`src/hw/rtl/ofsa_pkg.sv`:
```
// Shared types and constants of the oldest-freed slot allocator.
package ofsa_pkg;

  localparam int SLOTS_DEF = 64;

  localparam int ACTIVE_W = 7;
  localparam int IDX_W    = 8;
  localparam int STATUS_W = 2;
  localparam int GRANT_W  = 6;
  localparam int SEQ_W    = 32;
  localparam int DATA_W   = 32;
  localparam int PADDR_W  = 3;

  localparam logic [ACTIVE_W-1:0] ACTIVE_RST = 7'd64;

  // register index, taken from paddr[2]
  localparam logic REG_ACTIVE_SLOTS = 1'b0;

  typedef enum logic {
    REQ_ALLOC = 1'b0,
    REQ_FREE  = 1'b1
  } req_e;

  typedef enum logic [STATUS_W-1:0] {
    ST_OK        = 2'd0,
    ST_FULL      = 2'd1,
    ST_BAD_INDEX = 2'd2
  } status_e;

  typedef enum logic [1:0] {
    S_CLEAR,
    S_IDLE,
    S_SCAN,
    S_COMMIT
  } state_e;

  typedef struct packed {
    logic clr_en;
    logic load_en;
    logic scan_en;
    logic commit_en;
  } dp_cmd_t;

  typedef struct packed {
    logic clr_last;
    logic scan_done;
    logic out_free;
  } dp_sts_t;

endpackage

```
`src/hw/rtl/ofsa_ctrl.sv`:
```
// Control state machine: clear sweep, accept, table scan and commit.
module ofsa_ctrl (
  input  logic              clk_i,
  input  logic              rst_ni,
  input  logic              in_valid_i,
  output logic              in_stall_o,
  output ofsa_pkg::dp_cmd_t cmd_o,
  input  ofsa_pkg::dp_sts_t sts_i
);

  ofsa_pkg::state_e state_q, state_d;

  always_ff @(posedge clk_i or negedge rst_ni) begin
    if (!rst_ni) begin
      state_q <= ofsa_pkg::S_CLEAR;
    end else begin
      state_q <= state_d;
    end
  end

  always_comb begin
    state_d    = state_q;
    cmd_o      = '0;
    in_stall_o = 1'b1;
    case (state_q)
      ofsa_pkg::S_CLEAR: begin
        cmd_o.clr_en = 1'b1;
        if (sts_i.clr_last) begin
          state_d = ofsa_pkg::S_IDLE;
        end
      end
      ofsa_pkg::S_IDLE: begin
        in_stall_o = 1'b0;
        if (in_valid_i) begin
          cmd_o.load_en = 1'b1;
          state_d       = ofsa_pkg::S_SCAN;
        end
      end
      ofsa_pkg::S_SCAN: begin
        cmd_o.scan_en = 1'b1;
        if (sts_i.scan_done) begin
          state_d = ofsa_pkg::S_COMMIT;
        end
      end
      ofsa_pkg::S_COMMIT: begin
        if (sts_i.out_free) begin
          cmd_o.commit_en = 1'b1;
          state_d         = ofsa_pkg::S_IDLE;
        end
      end
      default: begin
        state_d = ofsa_pkg::S_CLEAR;
      end
    endcase
  end

endmodule

```
`src/hw/rtl/ofsa_dp.sv`:
```
// Datapath: slot table memories, scan pipeline, counters and result register.
module ofsa_dp #(
  parameter int SLOTS = ofsa_pkg::SLOTS_DEF
) (
  input  logic                            clk_i,
  input  logic                            rst_ni,
  input  ofsa_pkg::dp_cmd_t               cmd_i,
  output ofsa_pkg::dp_sts_t               sts_o,
  input  logic                            req_type_i,
  input  logic [ofsa_pkg::IDX_W-1:0]      slot_index_i,
  input  logic [ofsa_pkg::ACTIVE_W-1:0]   active_slots_i,
  input  logic                            out_stall_i,
  output logic                            out_valid_o,
  output logic [ofsa_pkg::STATUS_W-1:0]   status_o,
  output logic [ofsa_pkg::GRANT_W-1:0]    granted_slot_o,
  output logic [ofsa_pkg::SEQ_W-1:0]      alloc_sequence_o
);

  localparam int AW = (SLOTS > 1) ? $clog2(SLOTS) : 1;
  localparam int LW = $clog2(SLOTS + 1);
  localparam int XW = (LW > ofsa_pkg::IDX_W) ? LW : ofsa_pkg::IDX_W;

  logic                 alloc_mem [SLOTS];
  logic                 used_mem  [SLOTS];
  logic [31:0]          stamp_mem [SLOTS];

  ofsa_pkg::req_e       req_q;
  logic [ofsa_pkg::IDX_W-1:0] idx_q;
  logic [XW-1:0]        lim_q, lim_d;
  logic [XW-1:0]        addr_q, addr_d;
  logic                 rd_vld_q;
  logic [AW-1:0]        rd_idx_q;
  logic                 alloc_rd_q;
  logic                 used_rd_q;
  logic [31:0]          stamp_rd_q;
  logic                 found_new_q;
  logic                 have_old_q;
  logic [31:0]          best_q;
  logic [AW-1:0]        pick_q;
  logic [ofsa_pkg::SEQ_W-1:0] alloc_cnt_q;
  logic [31:0]          free_cnt_q;
  logic                 out_valid_q;
  ofsa_pkg::status_e    out_status_q;
  logic [ofsa_pkg::GRANT_W-1:0] out_grant_q;
  logic [ofsa_pkg::SEQ_W-1:0]   out_seq_q;

  logic [XW-1:0]        act_x;
  logic [XW-1:0]        idx_x;
  logic [XW-1:0]        pick_x;
  logic                 issue;
  logic                 eval;
  logic                 fresh;
  logic                 older;
  logic                 last;
  logic                 found;
  logic                 free_ok;
  logic                 commit_alloc_ok;
  logic                 commit_free_ok;
  logic                 alloc_we;
  logic [AW-1:0]        alloc_wa;
  logic                 alloc_wd;
  logic                 used_we;
  logic [AW-1:0]        used_wa;

  assign act_x  = XW'(active_slots_i);
  assign lim_d  = (act_x > XW'(SLOTS)) ? XW'(SLOTS) : act_x;
  assign idx_x  = XW'(idx_q);
  assign pick_x = XW'(pick_q);

  assign issue = cmd_i.scan_en && (req_q == ofsa_pkg::REQ_ALLOC) && (addr_q < lim_q);
  assign eval  = cmd_i.scan_en && rd_vld_q && !found_new_q;
  assign fresh = eval && !alloc_rd_q && !used_rd_q;
  assign older = eval && !alloc_rd_q && used_rd_q && (!have_old_q || (stamp_rd_q < best_q));
  assign last  = rd_vld_q && (XW'(rd_idx_q) == (lim_q - XW'(1)));

  assign found   = found_new_q || have_old_q;
  assign free_ok = idx_x < lim_q;

  assign commit_alloc_ok = cmd_i.commit_en && (req_q == ofsa_pkg::REQ_ALLOC) && found;
  assign commit_free_ok  = cmd_i.commit_en && (req_q == ofsa_pkg::REQ_FREE) && free_ok;

  assign sts_o.clr_last  = addr_q == XW'(SLOTS - 1);
  assign sts_o.scan_done = (req_q == ofsa_pkg::REQ_FREE) || (lim_q == '0) ||
                           (rd_vld_q && (fresh || last));
  assign sts_o.out_free  = !out_valid_q || !out_stall_i;

  always_comb begin
    if (cmd_i.load_en) begin
      addr_d = '0;
    end else if (cmd_i.clr_en || issue) begin
      addr_d = addr_q + XW'(1);
    end else begin
      addr_d = addr_q;
    end
  end

  always_ff @(posedge clk_i or negedge rst_ni) begin
    if (!rst_ni) begin
      addr_q      <= '0;
      rd_vld_q    <= 1'b0;
      found_new_q <= 1'b0;
      have_old_q  <= 1'b0;
      alloc_cnt_q <= '0;
      free_cnt_q  <= '0;
      out_valid_q <= 1'b0;
    end else begin
      addr_q   <= addr_d;
      rd_vld_q <= issue;
      if (cmd_i.load_en) begin
        found_new_q <= 1'b0;
        have_old_q  <= 1'b0;
      end else begin
        if (fresh) begin
          found_new_q <= 1'b1;
        end
        if (older) begin
          have_old_q <= 1'b1;
        end
      end
      if (commit_alloc_ok) begin
        alloc_cnt_q <= alloc_cnt_q + 32'd1;
      end
      if (commit_free_ok) begin
        free_cnt_q <= free_cnt_q + 32'd1;
      end
      if (cmd_i.commit_en) begin
        out_valid_q <= 1'b1;
      end else if (!out_stall_i) begin
        out_valid_q <= 1'b0;
      end
    end
  end

  always_ff @(posedge clk_i) begin
    if (cmd_i.load_en) begin
      req_q <= ofsa_pkg::req_e'(req_type_i);
      idx_q <= slot_index_i;
      lim_q <= lim_d;
    end
    rd_idx_q <= addr_q[AW-1:0];
    if (fresh || older) begin
      pick_q <= rd_idx_q;
    end
    if (older) begin
      best_q <= stamp_rd_q;
    end
    if (cmd_i.commit_en) begin
      if (req_q == ofsa_pkg::REQ_ALLOC) begin
        out_status_q <= found ? ofsa_pkg::ST_OK : ofsa_pkg::ST_FULL;
        out_grant_q  <= found ? pick_x[ofsa_pkg::GRANT_W-1:0] : '0;
        out_seq_q    <= found ? alloc_cnt_q : '0;
      end else begin
        out_status_q <= free_ok ? ofsa_pkg::ST_OK : ofsa_pkg::ST_BAD_INDEX;
        out_grant_q  <= '0;
        out_seq_q    <= '0;
      end
    end
  end

  assign alloc_we = cmd_i.clr_en || commit_alloc_ok || commit_free_ok;
  assign alloc_wd = commit_alloc_ok;
  assign used_we  = cmd_i.clr_en || commit_alloc_ok;

  always_comb begin
    if (cmd_i.clr_en) begin
      alloc_wa = addr_q[AW-1:0];
      used_wa  = addr_q[AW-1:0];
    end else if (commit_alloc_ok) begin
      alloc_wa = pick_q;
      used_wa  = pick_q;
    end else begin
      alloc_wa = idx_x[AW-1:0];
      used_wa  = pick_q;
    end
  end

  always_ff @(posedge clk_i) begin
    if (alloc_we) begin
      alloc_mem[alloc_wa] <= alloc_wd;
    end
    if (issue) begin
      alloc_rd_q <= alloc_mem[addr_q[AW-1:0]];
    end
  end

  always_ff @(posedge clk_i) begin
    if (used_we) begin
      used_mem[used_wa] <= commit_alloc_ok;
    end
    if (issue) begin
      used_rd_q <= used_mem[addr_q[AW-1:0]];
    end
  end

  always_ff @(posedge clk_i) begin
    if (commit_free_ok) begin
      stamp_mem[idx_x[AW-1:0]] <= free_cnt_q;
    end
    if (issue) begin
      stamp_rd_q <= stamp_mem[addr_q[AW-1:0]];
    end
  end

  assign out_valid_o      = out_valid_q;
  assign status_o         = out_status_q;
  assign granted_slot_o   = out_grant_q;
  assign alloc_sequence_o = out_seq_q;

endmodule

```
`src/hw/rtl/oldest_freed_slot_allocator_unit.sv`:
```
// Top level of the oldest-freed slot allocator: configuration port, controller and datapath.
// For an allocate transfer the slot table memory is read one entry per cycle from slot 0 up to
// the active limit min(active_slots, SLOTS), stopping early at the first never-used free slot.
// One request is handled at a time; its result waits in an output register while the next
// request is taken, and a held result delays the next commit. After reset a clearing sweep
// runs over the slot table before the first request is accepted.
module oldest_freed_slot_allocator_unit #(
  parameter int SLOTS = ofsa_pkg::SLOTS_DEF
) (
  input  logic                             clk_i,
  input  logic                             rst_ni,
  input  logic                             psel,
  input  logic                             penable,
  input  logic                             pwrite,
  input  logic [ofsa_pkg::PADDR_W-1:0]     paddr,
  input  logic [ofsa_pkg::DATA_W-1:0]      pwdata,
  output logic [ofsa_pkg::DATA_W-1:0]      prdata,
  output logic                             pready,
  input  logic                             in_valid_i,
  output logic                             in_stall_o,
  input  logic                             req_type_i,
  input  logic [ofsa_pkg::IDX_W-1:0]       slot_index_i,
  output logic                             out_valid_o,
  input  logic                             out_stall_i,
  output logic [ofsa_pkg::STATUS_W-1:0]    status_o,
  output logic [ofsa_pkg::GRANT_W-1:0]     granted_slot_o,
  output logic [ofsa_pkg::SEQ_W-1:0]       alloc_sequence_o
);

  logic [ofsa_pkg::ACTIVE_W-1:0] active_q;
  logic                          cfg_wr;
  ofsa_pkg::dp_cmd_t             cmd;
  ofsa_pkg::dp_sts_t             sts;

  assign pready = 1'b1;
  assign cfg_wr = psel && penable && pwrite && pready &&
                  (paddr[2] == ofsa_pkg::REG_ACTIVE_SLOTS);

  always_ff @(posedge clk_i or negedge rst_ni) begin
    if (!rst_ni) begin
      active_q <= ofsa_pkg::ACTIVE_RST;
    end else if (cfg_wr) begin
      active_q <= pwdata[ofsa_pkg::ACTIVE_W-1:0];
    end
  end

  assign prdata = (paddr[2] == ofsa_pkg::REG_ACTIVE_SLOTS) ?
                  ofsa_pkg::DATA_W'(active_q) : '0;

  ofsa_ctrl u_ctrl (
    .clk_i      (clk_i),
    .rst_ni     (rst_ni),
    .in_valid_i (in_valid_i),
    .in_stall_o (in_stall_o),
    .cmd_o      (cmd),
    .sts_i      (sts)
  );

  ofsa_dp #(
    .SLOTS (SLOTS)
  ) u_dp (
    .clk_i            (clk_i),
    .rst_ni           (rst_ni),
    .cmd_i            (cmd),
    .sts_o            (sts),
    .req_type_i       (req_type_i),
    .slot_index_i     (slot_index_i),
    .active_slots_i   (active_q),
    .out_stall_i      (out_stall_i),
    .out_valid_o      (out_valid_o),
    .status_o         (status_o),
    .granted_slot_o   (granted_slot_o),
    .alloc_sequence_o (alloc_sequence_o)
  );

  a_commit_room: assert property (@(posedge clk_i) disable iff (!rst_ni)
    cmd.commit_en |-> (!out_valid_o || !out_stall_i))
    else $error("result committed over a held transfer");

  a_busy_after_accept: assert property (@(posedge clk_i) disable iff (!rst_ni)
    (in_valid_i && !in_stall_o) |=> (in_stall_o && !out_valid_o) || in_stall_o)
    else $error("request taken while previous one in flight");

  a_fail_fields_zero: assert property (@(posedge clk_i) disable iff (!rst_ni)
    (out_valid_o && (status_o != ofsa_pkg::ST_OK)) |->
      ((granted_slot_o == '0) && (alloc_sequence_o == '0)))
    else $error("failed request carries a grant");

  a_one_step_per_cycle: assert property (@(posedge clk_i) disable iff (!rst_ni)
    $onehot0({cmd.clr_en, cmd.load_en, cmd.scan_en, cmd.commit_en}))
    else $error("conflicting datapath commands");

endmodule

```
`config.mk`:
```
export PLATFORM = sky130hd
export DESIGN_NAME = oldest_freed_slot_allocator_unit
export DESIGN_NICKNAME = d
export VERILOG_FILES = /design/src/hw/rtl/ofsa_pkg.sv /design/src/hw/rtl/ofsa_ctrl.sv /design/src/hw/rtl/ofsa_dp.sv /design/src/hw/rtl/oldest_freed_slot_allocator_unit.sv
export SDC_FILE = /design/constraint.sdc
export NUM_CORES = 2
export LEC_CHECK = 0
export BUFFER_PORTS_ARGS = -buffer_cell sky130_fd_sc_hd__buf_2
export CAP_MARGIN = 20
export CORE_UTILIZATION = 24
export CTS_CLUSTER_SIZE = 40
export DETAILED_ROUTE_END_ITERATION = 7
export PLACE_DENSITY = 0.37
export SKIP_CTS_REPAIR_TIMING = 1
export SKIP_LAST_GASP = 1
export SLEW_MARGIN = 20
export SYNTH_ARGS = -nofsm -noshare
export SYNTH_HDL_FRONTEND = slang
export SYNTH_SLANG_ARGS = --single-unit
```
`constraint.sdc`:
```
create_clock -name clk_i -period 5.1 [get_ports clk_i]
set_input_delay 0 -clock clk_i [delete_from_list [all_inputs] [get_ports clk_i]]
set_output_delay 0 -clock clk_i [all_outputs]
set_load 0.02 [all_outputs]
```
==> impl_metrics.sql <==
INSERT INTO impl_metrics (metric_group, metric, value, unit) VALUES
('critical_path', 'setup.worst_path.class', 'flop to flop', ''),
('route', 'detailedRoute.firstPassIterationCount', '5', ''),
('sta', 'setup_repair_after_global_routing_missed_its_margin', 'false', ''),
('cts', 'cts-root-buf', 'clkbuf_16', ''),
('global_routing', 'wire_length_of_the_first_global_routing_pass', '388000', 'um'),
('floorplan', 'num_rows', '228', ''),
('final_layout', 'fillerInstances', '37839', ''),
('critical_path', 'worst-r2r-cell-count', '6', ''),
('route', 'dr_total_vias', '45719', ''),
('critical_path', 'cp_data_arrival_time', '4.41', 'ns'),
('critical_path', 'setup.worst_path.end_class', 'flop', ''),
('final_layout', 'final_common_cell', 'edfxtp_1', ''),
('final_layout', 'finish.utilization', '28.6', '%'),
('synthesis', 'post_synth_inst_count', '4425', ''),
('cts', 'clk_pin_slew', '0.06', 'ns'),
('floorplan', 'die_width', '624', 'um'),
('global_routing', 'grt_overflow_total', '0', ''),
('route', 'drc_violation_count_after_routing', '0', ''),
('critical_path', 'r2r_slack', '1.24', 'ns'),
('sta', 'slew-limit-headroom', '24.2', '%'),
('cts', 'worstSkewPairLatency', '0.89', 'ns'),
('final_layout', 'instances_no_fill', '10216', ''),
('sta', 'finalHoldViolations', '0', ''),
('sta', 'setup_viol_count_final', '0', ''),
('place', 'place.port_buffers', '72', ''),
('run_status', 'run_status', 'finished clean', ''),
('cts', 'cts-root-to-sink-buffers', '4', ''),
('synthesis', 'syn-cell-area', '92900', 'um^2'),
('global_routing', 'initial_antenna_violation_count', '15', ''),
('place', 'place_worst_setup_slack', '1.16', 'ns'),
('final_layout', 'layout.cells.most_common_list', 'edfxtp_1, mux4_2, clkbuf_16, buf_4, nor2_1', ''),
('synthesis', 'synth_enable_flop_cells', '2304', ''),
('route', 'initialDrtViolationCount', '3608', ''),
('cts', 'clock_net_sink_count', '2395', ''),
('synthesis', 'synthFlopType', 'edfxtp_1', ''),
('synthesis', 'synth_cell_types', '77', ''),
('place', 'dp_hpwl', '151000', 'um'),
('sta', 'finalWorstSetupSlack', '1.24', 'ns'),
('global_routing', 'grt_pass1_vias', '48156', ''),
('floorplan', 'initial_utilization', '24.1', '%'),
('sta', 'max_clock_freq', '259', 'MHz'),
('final_layout', 'flow.area_growth_from_synthesis', '18.7', '%'),
('critical_path', 'crit_path_start_kind', 'flop', ''),
('floorplan', 'die-height', '624', 'um'),
('final_layout', 'finalNetCount', '4929', ''),
('cts', 'tritoncts', 'yes', ''),
('worst_hold_path', 'hold_path_class', 'input pin to flop', ''),
('worst_hold_path', 'min_delay_path_depth', '5', ''),
('route', 'routedWlPerCell', '27.5', 'um'),
('synthesis', 'synthesis.yosys.warnings', '0', ''),
('critical_path', 'worstPathRequired', '5.65', 'ns'),
('synthesis', 'ys_seq_area_share', '76.9', '%'),
('route', 'detail_route.vias_per_cell', '4.48', ''),
('synthesis', 'post_synth.cell_area_avg', '21.0', 'um^2'),
('power_and_ir_drop', 'static-leakage-power', '0.0373', 'uW'),
('route', 'aggregate_routed_wire_length', '281000', 'um'),
('sta', 'maxSlewViolCount', '0', ''),
('place', 'gpl.final_weighted_congestion', '0.726', ''),
('floorplan', 'ios', '126', ''),
('global_routing', 'grtUsageTotal', '14.2', '%'),
('sta', 'finalCriticalPeriod', '3.86', 'ns'),
('sta', 'pin_slew_with_the_least_headroom_to_its_limit', '1.13', 'ns'),
('power_and_ir_drop', 'power_per_cell_area', '440', 'nW/um^2'),
('synthesis', 'ys_ff_latch', '2395', ''),
('floorplan', 'core_area', '385000', 'um^2'),
('power_and_ir_drop', 'max-vdd-ir-drop', '0.270', 'mV'),
('place', 'number_of_placed_instances_with_taps_included', '9677', ''),
('cts', 'cts_buffers', '276', ''),
('global_routing', 'grt_max_degree', '80', ''),
('floorplan', 'die_area', '390000', 'um^2'),
('route', 'postRouteAntennaNets', '0', ''),
('sta', 'fin_tns_setup', '0', 'ns'),
('critical_path', 'worst-path-max-fanout', '35', ''),
('synthesis', 'async_s_r_ff_share_synth', '3.55', '%'),
('sta', 'fin_skew', '0.0456', 'ns'),
('sta', 'final_period_utilization', '75.6', '%'),
('final_layout', 'drive_gt1_share', '27.2', '%'),
('cts', 'ctsHtreeMaxLevel', '5', ''),
('run', 'max_cap_violations', '0', '');
-- critical path, cell delays in order, from the launching register on --
cell and delay [ns]:
dfrtp_4 1.00, buf_12 0.37, buf_12 0.31, mux4_2 0.35
a22o_1 0.24, a221oi_1 0.82, o221ai_1 0.35
-- synth_stat cells, types with 43 or more instances --
cell type  instances  area, um^2
a221oi_1          69         604
buf_2             63         315
a22oi_1          136        1020
and2_1            43         269
dfrtp_1           84        2100
mux4_2           544       12300
nand2_1           92         345
inv_1             51         191
xnor2_1           52         455
ha_1              52         651
a22o_1            69         604
clkbuf_1         109         409
edfxtp_1        2304       69200
nor3_1            74         370
nor2_1           210         788
a21oi_1           90         450
-- metal layers --
| layer | vias to the layer above | GRT usage, % | share of wire (%) |
|---|---|---|---|
| li1 | 19260 | - | - |
| met5 | - | 0 | 0 |
| met3 | 354 | 2.58 | 4.8 |
| met4 | 0 | 4.29 | 3.2 |
| met2 | 1107 | 23.3 | 48 |
| met1 | 24998 | 18.9 | 44 |
-- final timing paths --
path | startpoint | to
setup reg to reg | u_dp.addr_q[1] | u_dp.stamp_rd_q[20]
hold reg to reg | u_dp.stamp_rd_q[0] | u_dp.best_q[0]
setup / recovery | u_dp.addr_q[1] | u_dp.stamp_rd_q[20]
hold / removal | in_valid_i | u_ctrl.state_q[0]
max in group asynchronous | rst_ni | u_dp.free_cnt_q[27]
min in group asynchronous | rst_ni | active_q[6]
-- area by class of cell --
type / count / area [um^2] / share of cell area (%)
sequential: 2395 / 71500 / 64.8
clock inverter: 127 / 1150 / 1.04
clock buffer: 356 / 7480 / 6.78
antenna: 10 / 25.0 / 0.0227
multi-input combinational: 1742 / 20400 / 18.5
tap: 5175 / 6470 / 5.87
timing repair buffer: 359 / 3010 / 2.73
inverter: 52 / 196 / 0.178
-- logic make-up after synthesis --
family | after synthesis | synth area share, %
DFF | 2395 | 76.9
and+or+nand+nor | 562 | 2.88
muxes | 561 | 13.4
AOI/OAI and AO/OA | 464 | 3.78
buffers and inverters | 312 | 1.61
xor gates and xnor gates | 77 | 0.726
adders and majority gates | 52 | 0.700
other | 2 | 0.00809
-- per-stage QoR --
| stage | cell area [um^2] | hold slack [ns] | total power [uW] |
|---|---|---|---|
| finish | 110000 | 0.0932 | 48600 |
| global route | 110000 | 0.0604 | 50400 |
| CTS | 110000 | -0.948 | 49400 |
| detailed placement | 101000 | 0.0378 | 30000 |
| global placement | 101000 | 0.0292 | 30000 |
| floorplan | 93000 | -0.296 | 27100 |
-- where the power goes --
part	switching [uW]	leakage, uW	internal (uW)
clock	7990	0.00420	11200
combinational	4600	0.00752	2570
sequential	307	0.0256	21900
-- state kept, by name (all words and copies together) (netlist names), 7 cells and up --
register,cells
u_dp.addr_q,8
u_dp.alloc_cnt_q,32
u_dp.free_cnt_q,32
u_dp.stamp_rd_q,32
u_dp.lim_q,7
u_dp.idx_q,8
u_dp.best_q,32
u_dp.used_mem,64
active_q,7
u_dp.alloc_sequence_o,32
u_dp.stamp_mem,2048
u_dp.alloc_mem,64
(Power assumes the default switching activity.)
